`src/rtl/pwm_duty_frequency_meter_core_macros.svh`:
```
// assertion macros for the pwm duty / frequency meter
// used by pwm_duty_frequency_meter_core; expects clk and rst_n in scope
`ifndef PWM_DUTY_FREQUENCY_METER_CORE_MACROS_SVH
`define PWM_DUTY_FREQUENCY_METER_CORE_MACROS_SVH

// same-cycle implication
`define PDFM_ASSERT_SAME(lbl, ante, cons, msg) \
  lbl: assert property (@(posedge clk) disable iff (!rst_n) (ante) |-> (cons)) \
    else $error(msg);

// next-cycle implication
`define PDFM_ASSERT_NEXT(lbl, ante, cons, msg) \
  lbl: assert property (@(posedge clk) disable iff (!rst_n) (ante) |=> (cons)) \
    else $error(msg);

`endif

```
`src/rtl/pdfm_pkg.sv`:
```
// shared types and constants for the pwm duty / frequency meter
// no dependencies
`timescale 1ns / 1ps
`default_nettype none

package pdfm_pkg;

  localparam int TS_W       = 16;
  localparam int DUTY_W     = 7;
  localparam int FREQ_W     = 24;
  localparam int TICK_W     = 24;
  localparam int QUO_W      = 24;
  localparam int STEP_W     = 5;
  localparam int IN_DATA_W  = 24;
  localparam int OUT_DATA_W = 32;
  localparam int DUTY_SCALE = 100;

  localparam logic [TICK_W-1:0] TICK_RATE_RESET = 24'd1000000;
  localparam logic [STEP_W-1:0] DUTY_STEPS      = 5'd7;
  localparam logic [STEP_W-1:0] FREQ_STEPS      = 5'd24;

  // in_tuser command codes
  localparam logic CMD_ARM  = 1'b0;
  localparam logic CMD_EDGE = 1'b1;

  // capture sequence phase
  typedef enum logic [1:0] {
    PH_IDLE  = 2'd0,
    PH_RISE1 = 2'd1,
    PH_FALL  = 2'd2,
    PH_RISE2 = 2'd3
  } phase_t;

  // result sequencer
  typedef enum logic [2:0] {
    ST_IDLE,
    ST_MUL,
    ST_DUTY_GO,
    ST_DUTY_RUN,
    ST_FREQ_GO,
    ST_FREQ_RUN,
    ST_OUT
  } seq_state_t;

  typedef struct packed {
    logic              start;
    logic [STEP_W-1:0] steps;
  } div_ctl_t;

  typedef struct packed {
    logic busy;
    logic done;
  } div_stat_t;

endpackage

`default_nettype wire

```
`src/rtl/pdfm_div.sv`:
```
// bit-serial restoring divider, one quotient bit per clock
// depends on pdfm_pkg
`timescale 1ns / 1ps
`default_nettype none

module pdfm_div #(
  parameter int DIV_W = 17
) (
  input  wire logic                        clk,
  input  wire logic                        rst_n,
  input  wire pdfm_pkg::div_ctl_t          ctl,
  input  wire logic [DIV_W-1:0]            rem_init,
  input  wire logic [pdfm_pkg::QUO_W-1:0]  q_init,
  input  wire logic [DIV_W-1:0]            divisor,
  output pdfm_pkg::div_stat_t              stat,
  output logic [pdfm_pkg::QUO_W-1:0]       quotient
);

  localparam int QW = pdfm_pkg::QUO_W;

  logic                        busy_r;
  logic                        done_r;
  logic [pdfm_pkg::STEP_W-1:0] cnt_r;
  logic [DIV_W-1:0]            rem_r;
  logic [DIV_W-1:0]            rem_nxt;
  logic [QW-1:0]               q_r;
  logic [DIV_W:0]              shifted;
  logic [DIV_W+1:0]            diff;
  logic                        take;

  always_comb begin
    shifted = {rem_r, q_r[QW-1]};
    diff    = {1'b0, shifted} - {2'b00, divisor};
    take    = ~diff[DIV_W+1];
    rem_nxt = take ? diff[DIV_W-1:0] : shifted[DIV_W-1:0];
  end

  always_ff @(posedge clk) begin
    if (!rst_n) begin
      busy_r <= 1'b0;
      done_r <= 1'b0;
      cnt_r  <= '0;
    end else begin
      // pulse after the last step
      done_r <= busy_r & ~ctl.start & (cnt_r == pdfm_pkg::STEP_W'(1));
      if (ctl.start) begin
        busy_r <= 1'b1;
        cnt_r  <= ctl.steps;
      end else if (busy_r) begin
        cnt_r <= cnt_r - 1'b1;
        if (cnt_r == pdfm_pkg::STEP_W'(1)) begin
          busy_r <= 1'b0;
        end
      end
    end
  end

  always_ff @(posedge clk) begin
    if (ctl.start) begin
      rem_r <= rem_init;
      q_r   <= q_init;
    end else if (busy_r) begin
      rem_r <= rem_nxt;
      q_r   <= {q_r[QW-2:0], take};
    end
  end

  assign stat.busy = busy_r;
  assign stat.done = done_r;
  assign quotient  = q_r;

endmodule

`default_nettype wire

```
`src/rtl/pwm_duty_frequency_meter_core.sv`:
```
// pwm duty / frequency meter top level: capture sequencer, result sequencer
// depends on pdfm_pkg, pdfm_div and pwm_duty_frequency_meter_core_macros.svh
`timescale 1ns / 1ps
`default_nettype none

// Measures a pwm signal from input-capture beats. A beat with in_tuser = 0
// arms a measurement; beats with in_tuser = 1 carry a captured edge
// (polarity in in_tdata[0], timestamp in in_tdata[16:1]). The block records
// a rising, a falling and a second rising edge, ignoring edges of the wrong
// polarity and edges while not armed; re-arming restarts the sequence. On
// the second rising edge it forms high and low times as differences modulo
// 2^COUNTER_WIDTH and emits one result beat: duty = high*100/period and
// frequency = tick_rate/period, both truncated, or a zero-period flag in
// out_tuser with zero data. Edge and arm beats that produce no result leave
// the sequencer idle. A completing edge keeps the block busy (in_tready low)
// until the result is registered: a multiply state, then a shared
// bit-serial divider producing one quotient bit per clock, 7 bits for duty
// and 24 bits for frequency, each run entered from its own start state and
// left on the divider's done pulse, then the output state. A zero period
// skips the divider, going from the multiply state to the output state. A
// result waiting on out_tready holds the sequencer in its output state.
// tick_rate is written through cfg_we / cfg_wdata and resets to 1000000.
module pwm_duty_frequency_meter_core #(
  parameter int COUNTER_WIDTH = 16
) (
  input  wire logic                               clk,
  input  wire logic                               rst_n,
  // input channel
  input  wire logic                               in_tvalid,
  output logic                                    in_tready,
  // tdata: [0] edge_rising, [16:1] timestamp, [23:17] zero
  input  wire logic [pdfm_pkg::IN_DATA_W-1:0]     in_tdata,
  // tuser: [0] cmd (0 arm, 1 edge)
  input  wire logic                               in_tuser,
  // result channel
  output logic                                    out_tvalid,
  input  wire logic                               out_tready,
  // tdata: [6:0] duty_percent, [30:7] frequency, [31] zero
  output logic [pdfm_pkg::OUT_DATA_W-1:0]         out_tdata,
  // tuser: [0] zero_period
  output logic                                    out_tuser,
  // configuration
  input  wire logic                               cfg_we,
  input  wire logic [pdfm_pkg::TICK_W-1:0]        cfg_wdata
);

`include "pwm_duty_frequency_meter_core_macros.svh"

  localparam int CW  = COUNTER_WIDTH;
  localparam int PW  = CW + 1;                 // period width
  localparam int PRW = CW + pdfm_pkg::DUTY_W;  // high*100 width
  localparam int QW  = pdfm_pkg::QUO_W;
  localparam int DW  = pdfm_pkg::DUTY_W;

  // input fields
  logic          cmd_edge;
  logic          edge_rising;
  logic [CW-1:0] ts_c;
  logic          in_acc;
  logic          complete_w;

  // capture state
  pdfm_pkg::phase_t phase_r, phase_nxt;
  logic [CW-1:0]    first_rise_r;
  logic [CW-1:0]    fall_r;
  logic [pdfm_pkg::TICK_W-1:0] tick_rate_r;

  // result sequencer and datapath
  pdfm_pkg::seq_state_t state_r, state_nxt;
  logic [CW-1:0]  high_c;
  logic [CW-1:0]  low_c;
  logic [CW-1:0]  high_r;
  logic [PW-1:0]  period_r;
  logic [PRW-1:0] prod_r;
  logic [DW-1:0]  duty_r;
  logic [pdfm_pkg::FREQ_W-1:0] freq_r;
  logic           zero_r;
  logic           out_free;

  // output register
  logic                              out_valid_r;
  logic [pdfm_pkg::OUT_DATA_W-1:0]   out_data_r;
  logic                              out_user_r;

  // divider hookup
  pdfm_pkg::div_ctl_t  div_ctl;
  pdfm_pkg::div_stat_t div_stat;
  logic [PW-1:0]       div_rem_init;
  logic [QW-1:0]       div_q_init;
  logic [QW-1:0]       div_q;

  assign cmd_edge    = (in_tuser == pdfm_pkg::CMD_EDGE);
  assign edge_rising = in_tdata[0];
  assign ts_c        = CW'(in_tdata[pdfm_pkg::TS_W:1]);  // masks or widens
  assign in_acc      = in_tvalid & in_tready;
  assign complete_w  = in_acc & cmd_edge & edge_rising & (phase_r == pdfm_pkg::PH_RISE2);
  assign out_free    = ~out_valid_r | out_tready;

  assign high_c = fall_r - first_rise_r;
  assign low_c  = ts_c - fall_r;

  // capture phase next state
  always_comb begin
    phase_nxt = phase_r;
    if (in_acc) begin
      if (!cmd_edge) begin
        phase_nxt = pdfm_pkg::PH_RISE1;
      end else begin
        unique case (phase_r)
          pdfm_pkg::PH_IDLE:  phase_nxt = pdfm_pkg::PH_IDLE;
          pdfm_pkg::PH_RISE1: if (edge_rising) phase_nxt = pdfm_pkg::PH_FALL;
          pdfm_pkg::PH_FALL:  if (!edge_rising) phase_nxt = pdfm_pkg::PH_RISE2;
          pdfm_pkg::PH_RISE2: if (edge_rising) phase_nxt = pdfm_pkg::PH_IDLE;
          default:            phase_nxt = pdfm_pkg::PH_IDLE;
        endcase
      end
    end
  end

  always_ff @(posedge clk) begin
    if (!rst_n) begin
      phase_r      <= pdfm_pkg::PH_IDLE;
      first_rise_r <= '0;
      fall_r       <= '0;
      tick_rate_r  <= pdfm_pkg::TICK_RATE_RESET;
    end else begin
      phase_r <= phase_nxt;
      if (in_acc && cmd_edge && edge_rising && phase_r == pdfm_pkg::PH_RISE1) begin
        first_rise_r <= ts_c;
      end
      if (in_acc && cmd_edge && !edge_rising && phase_r == pdfm_pkg::PH_FALL) begin
        fall_r <= ts_c;
      end
      if (cfg_we) begin
        tick_rate_r <= cfg_wdata;
      end
    end
  end

  // result sequencer next state
  always_comb begin
    state_nxt = state_r;
    unique case (state_r)
      pdfm_pkg::ST_IDLE:     if (complete_w) state_nxt = pdfm_pkg::ST_MUL;
      pdfm_pkg::ST_MUL:      state_nxt = (period_r == '0) ? pdfm_pkg::ST_OUT
                                                          : pdfm_pkg::ST_DUTY_GO;
      pdfm_pkg::ST_DUTY_GO:  state_nxt = pdfm_pkg::ST_DUTY_RUN;
      pdfm_pkg::ST_DUTY_RUN: if (div_stat.done) state_nxt = pdfm_pkg::ST_FREQ_GO;
      pdfm_pkg::ST_FREQ_GO:  state_nxt = pdfm_pkg::ST_FREQ_RUN;
      pdfm_pkg::ST_FREQ_RUN: if (div_stat.done) state_nxt = pdfm_pkg::ST_OUT;
      pdfm_pkg::ST_OUT:      if (out_free) state_nxt = pdfm_pkg::ST_IDLE;
      default:               state_nxt = pdfm_pkg::ST_IDLE;
    endcase
  end

  // result sequencer outputs
  always_comb begin
    in_tready     = 1'b0;
    div_ctl.start = 1'b0;
    div_ctl.steps = pdfm_pkg::DUTY_STEPS;
    div_rem_init  = {1'b0, prod_r[PRW-1:DW]};   // high*100 >> 7 is below period
    div_q_init    = {prod_r[DW-1:0], {(QW-DW){1'b0}}};
    unique case (state_r)
      pdfm_pkg::ST_IDLE:    in_tready = 1'b1;
      pdfm_pkg::ST_DUTY_GO: div_ctl.start = 1'b1;
      pdfm_pkg::ST_FREQ_GO: begin
        div_ctl.start = 1'b1;
        div_ctl.steps = pdfm_pkg::FREQ_STEPS;
        div_rem_init  = '0;
        div_q_init    = QW'(tick_rate_r);
      end
      default: ;
    endcase
  end

  always_ff @(posedge clk) begin
    if (!rst_n) begin
      state_r <= pdfm_pkg::ST_IDLE;
    end else begin
      state_r <= state_nxt;
    end
  end

  // datapath registers
  always_ff @(posedge clk) begin
    if (complete_w) begin
      high_r   <= high_c;
      period_r <= {1'b0, high_c} + {1'b0, low_c};
    end
    if (state_r == pdfm_pkg::ST_MUL) begin
      prod_r <= PRW'(high_r) * PRW'(pdfm_pkg::DUTY_SCALE);
      zero_r <= (period_r == '0);
      duty_r <= '0;
      freq_r <= '0;
    end
    if (state_r == pdfm_pkg::ST_DUTY_RUN && div_stat.done) begin
      duty_r <= div_q[DW-1:0];
    end
    if (state_r == pdfm_pkg::ST_FREQ_RUN && div_stat.done) begin
      freq_r <= div_q[pdfm_pkg::FREQ_W-1:0];
    end
  end

  // output register
  always_ff @(posedge clk) begin
    if (!rst_n) begin
      out_valid_r <= 1'b0;
    end else if (state_r == pdfm_pkg::ST_OUT && out_free) begin
      out_valid_r <= 1'b1;
    end else if (out_tready) begin
      out_valid_r <= 1'b0;
    end
  end

  always_ff @(posedge clk) begin
    if (state_r == pdfm_pkg::ST_OUT && out_free) begin
      out_data_r <= {1'b0, freq_r, duty_r};
      out_user_r <= zero_r;
    end
  end

  assign out_tvalid = out_valid_r;
  assign out_tdata  = out_data_r;
  assign out_tuser  = out_user_r;

  pdfm_div #(
    .DIV_W (PW)
  ) u_div (
    .clk      (clk),
    .rst_n    (rst_n),
    .ctl      (div_ctl),
    .rem_init (div_rem_init),
    .q_init   (div_q_init),
    .divisor  (period_r),
    .stat     (div_stat),
    .quotient (div_q)
  );

  // checks
  `PDFM_ASSERT_NEXT(a_complete_blocks, complete_w, !in_tready, "completing edge did not stall input")
  `PDFM_ASSERT_SAME(a_div_busy_stall, div_stat.busy, !in_tready, "input ready while divider busy")
  `PDFM_ASSERT_SAME(a_zero_payload, out_tvalid && out_tuser, out_tdata == '0, "zero-period result carries data")
  `PDFM_ASSERT_SAME(a_duty_range, out_tvalid && !out_tuser, out_tdata[6:0] <= 7'd100, "duty above 100")

endmodule

`default_nettype wire
```
`config.mk`:
```
export PLATFORM = sky130hd
export DESIGN_NAME = pwm_duty_frequency_meter_core
export DESIGN_NICKNAME = d
export VERILOG_FILES = /design/src/rtl/pdfm_pkg.sv /design/src/rtl/pdfm_div.sv /design/src/rtl/pwm_duty_frequency_meter_core.sv
export VERILOG_INCLUDE_DIRS = /design/src /design/src/rtl
export SDC_FILE = /design/constraint.sdc
export NUM_CORES = 1
export LEC_CHECK = 0
export BUFFER_PORTS_ARGS = -buffer_cell sky130_fd_sc_hd__buf_4
export CAP_MARGIN = 20
export CORE_AREA = 2 2 168 170
export DETAILED_ROUTE_END_ITERATION = 8
export DIE_AREA = 0 0 170 172
export PLACE_DENSITY = 0.63
export SETUP_SLACK_MARGIN = 0.3
export SKIP_LAST_GASP = 1
export SLEW_MARGIN = 20
export SYNTH_ARGS = -nofsm -noshare
export SYNTH_HDL_FRONTEND = slang
export SYNTH_SLANG_ARGS = --single-unit
```
`constraint.sdc`:
```
create_clock -name clk -period 4.8 [get_ports clk]
set_clock_uncertainty 0.1 [all_clocks]
set_input_delay 0.48 -clock clk [delete_from_list [all_inputs] [get_ports clk]]
set_output_delay 0.48 -clock clk [all_outputs]
set_load 0.02 [all_outputs]
```
==> metrics.md <==
| Metric | Value |
|---|---|
| Outcome | completed |
| DIE AREA | 0.0292 sq mm |
| Sw frac | between 20% and 30% |
| Setup CP Type | reg -> reg |
| Register area | roughly 0.0062 sq mm |
| N_diodes | 0 |
| Clock buffer depth | 3 |
| Via Count | 8624 |
| Highest Clock Rate | around 230 MHz |
| Crit. End Element | flip-flop |
| CTS Root Cell | clkbuf_16 |
| Warnings from Yosys | 0 |
| Average cell area after synthesis | 10.8 sq um |
| Routability cong. | between 0.7 and 0.8 |
| Clock edge transition at the registers on the reported setup and hold paths | 0.06 ns |
| Die height | around 170 um |
| EDFF count, synth | around 160 |
| DP HPWL | between 15 and 20 mm |
| Total track usage | roughly 17% |
| Min cycle time layout | around 4.3 ns |
| Final Power | roughly 4.5 mW |
| Pin count of the biggest net entering global routing | 51 |
| VDD IR-drop max | 0.342 mV |
| Max-cap viol count | 0 |
| Final Instance Area | between 0.01 and 0.015 sq mm |
| RSZ-0062 raised after global routing | false |
| Final design utilization | between 50% and 60% |
| Clk pwr share | a little over two fifths |
| Non-filler cells, final | 1657 |
| I/O pin cnt | between 80 and 90 |
| Flop pwr share | between 40 and 50% |
| Clock Sink Count | ~230 |
| Hold Violations, Final | 0 |
| Routed wire per std cell | between 15 and 20 um |
| CTS tree | built |
| Yosys reg bits | 228 |
| Synthesized Nets | around 1400 |
| Sequential fraction of the synthesis area | roughly 47% |
| Core Area | between 0.02 and 0.03 sq mm |
| Post-Syn Instances | ~1200 |
| Multi-input logic area | between 0.006 and 0.007 sq mm |
| Hold Slack | ~0.083 ns |
| Slew headroom | between 30 and 40% |
| Via/cell ratio | roughly 5.2 |
| Worst hold path type | in -> reg |
| WP data required | just under 5 ns |
| Initial antenna violation count | 0 |
| Worst slew pin tran | around 1.0 ns |
| Global-route wire length before repair | about 40 mm |
| Critical path arrival | 4.48 ns |
| Placement Cell Area | roughly 0.014 sq mm |
| Max Slew Vio Count | 0 |
| Vias in the first global route | about 8300 |
| Nets | 1480 |
| Congestion Overflow GR | 0 |
| DRC viols | 0 |
| Type of origin of the critical path | flip-flop |
| Post-Route WL | about 25 mm |
| Ratio of cells with drive above 1 in the final layout | 12.5% |
| DIE WIDTH | 170 um |
| Final setup margin | ~0.5 ns |
| Top_reg_cell synth | edfxtp_1 |
| Clock latency on the worst-skew pair | about 0.53 ns |
| Fillers | 2431 |
| Worst-path fanout max | 3 |
| Setup TNS | 0 ns |
| Layout Area Growth over Synthesis | 14.6% |
| Htree depth | 1 |
| Combinational share of power | 9.2% |
| CTS buffer count | 24 |
| Pre-CTS setup slack | 0.281 ns |
| Initial core utilization | approximately 47% |
| Dpl cells | 1609 |
| Port bufs | 80 |
| Rows | between 60 and 70 |
| Post-route ant nets | 0 |
| Setup-failing EPs final | 0 |
| Cell variety after synth | between 70 and 80 |
| Cell Area, Synth | between 0.01 and 0.015 sq mm |
| PwrDens | just over 300 mW/mm^2 |
| Period utilisation layout | about nine tenths |
| Internal Pwr Total | between 3 and 4 mW |
| P_leak | 6.26 nW |
| 1st-iter DRT viols | slightly above 400 |
| Switch Pwr | just under 1 mW |
| Drt pass-1 iters | 5 |
| Ys async rst share | 0% |
-- power by group through the flow --
stage	Combinational, mW	Sequential (mW)	Clock, mW
after detailed placement	0.408	2.17	0
after floorplan	0.312	2.16	0
after global placement	0.402	2.17	0
after CTS	0.412	2.12	2.03
final	0.416	2.13	1.99
after global routing	0.464	2.13	2.11
-- what timing repair did --
item | in CTS | in global routing
hold buffers | 0 | 0
pin swaps | 0 | 10
setup buffers | 0 | 3
endpoints found under the hold margin | 0 | 0
resized for setup | 1 | 8
endpoints found under the setup margin | 1 | 3
-- per-layer routing --
metal / vias to the layer above / track usage [%] / share of wire, %
met5: - / 0 / 0
met4: 0 / 4.31 / 2.1
met3: 34 / 2.24 / 3.5
met2: 110 / 28.7 / 46
met1: 4011 / 23.2 / 49
li1: 4469 / - / -
-- synth_stat cells (10+ instances only) --
library cell,n,area [sq um]
a21o_1,15,113
a21oi_1,47,235
a22o_1,20,175
and2_1,35,219
clkbuf_1,27,101
dfxtp_1,69,1380
edfxtp_1,159,4770
fa_1,15,300
ha_1,118,1480
inv_1,119,447
mux2i_1,68,681
nand2_1,72,270
nand2b_1,16,100
nand3_1,10,50.1
nor2_1,102,383
nor2b_1,20,125
nor3_1,22,110
o21a_1,21,158
o21ai_0,44,220
xnor2_1,54,473
xor2_1,17,149
-- registers in the layout, summed over array words and instances (netlist names), 16 cells and up --
register / cells
prod_r: 21
u_div.rem_r: 17
u_div.quotient: 24
out_tdata: 31
tick_rate_r: 24
first_rise_r: 16
period_r: 17
fall_r: 16
freq_r: 24
high_r: 16
-- path summary, 6_finish.rpt --
path | start | endpoint | slack, ns | cells past startpoint
max | first_rise_r[1] | period_r[14] | 0.49 | 18
min | cfg_wdata[6] | tick_rate_r[6] | 0.08 | 3
max reg2reg | first_rise_r[1] | period_r[14] | 0.49 | 18
min reg2reg | zero_r | out_tuser | 0.31 | 0
-- placed cells by master (no fill, tap or decap), types with 21 or more instances in the layout --
| cell type | netlist | final |
|---|---|---|
| nand2_1 | 72 | 71 |
| nor3_1 | 22 | 22 |
| a21oi_1 | 47 | 47 |
| and2_1 | 35 | 35 |
| dfxtp_1 | 69 | 68 |
| o21ai_0 | 44 | 43 |
| xnor2_1 | 54 | 54 |
| clkbuf_16 | 0 | 24 |
| ha_1 | 118 | 117 |
| inv_1 | 119 | 119 |
| mux2i_1 | 68 | 68 |
| nor2_1 | 102 | 99 |
| buf_4 | 3 | 95 |
| edfxtp_1 | 159 | 159 |
| o21a_1 | 21 | 21 |
-- cells by family (layout without fill, tap and decap cells) --
kind of cell	after synthesis	in the layout	share of synthesized area [%]
simple gates	320	320	11.9
compound gates	228	228	12.2
flops	228	228	47.2
buf+inv	157	259	4.65
fa+ha+maj	135	135	13.8
xor+xnor	72	72	4.90
mux	68	68	5.22
other cells	1	1	0.0288
-- area by class of cell --
| class | instances | area share, % |
|---|---|---|
| multi-input cells | 824 | 42.3 |
| flip-flops and latches | 228 | 41.2 |
| repair buffers | 96 | 4.91 |
| clock buffers | 32 | 4.35 |
| inverters | 119 | 2.99 |
| well taps | 346 | 2.90 |
| clock inverters | 12 | 1.38 |
-- critical path: stages (launching register included) --
cell	delay, ns
dfxtp_1	0.32
inv_1	0.08
ha_1	0.28
nor2b_1	0.15
o2111ai_2	0.25
nand2_2	0.11
nor2_4	0.10
nor2b_1	0.05
o21ai_0	0.15
nand2b_1	0.09
xor2_1	0.16
ha_2	0.19
or4_4	0.53
o21a_1	0.23
maj3_2	0.30
maj3_2	0.34
a31oi_4	0.23
o21ai_2	0.10
a311o_1	0.32
(Power assumes the default switching activity.)
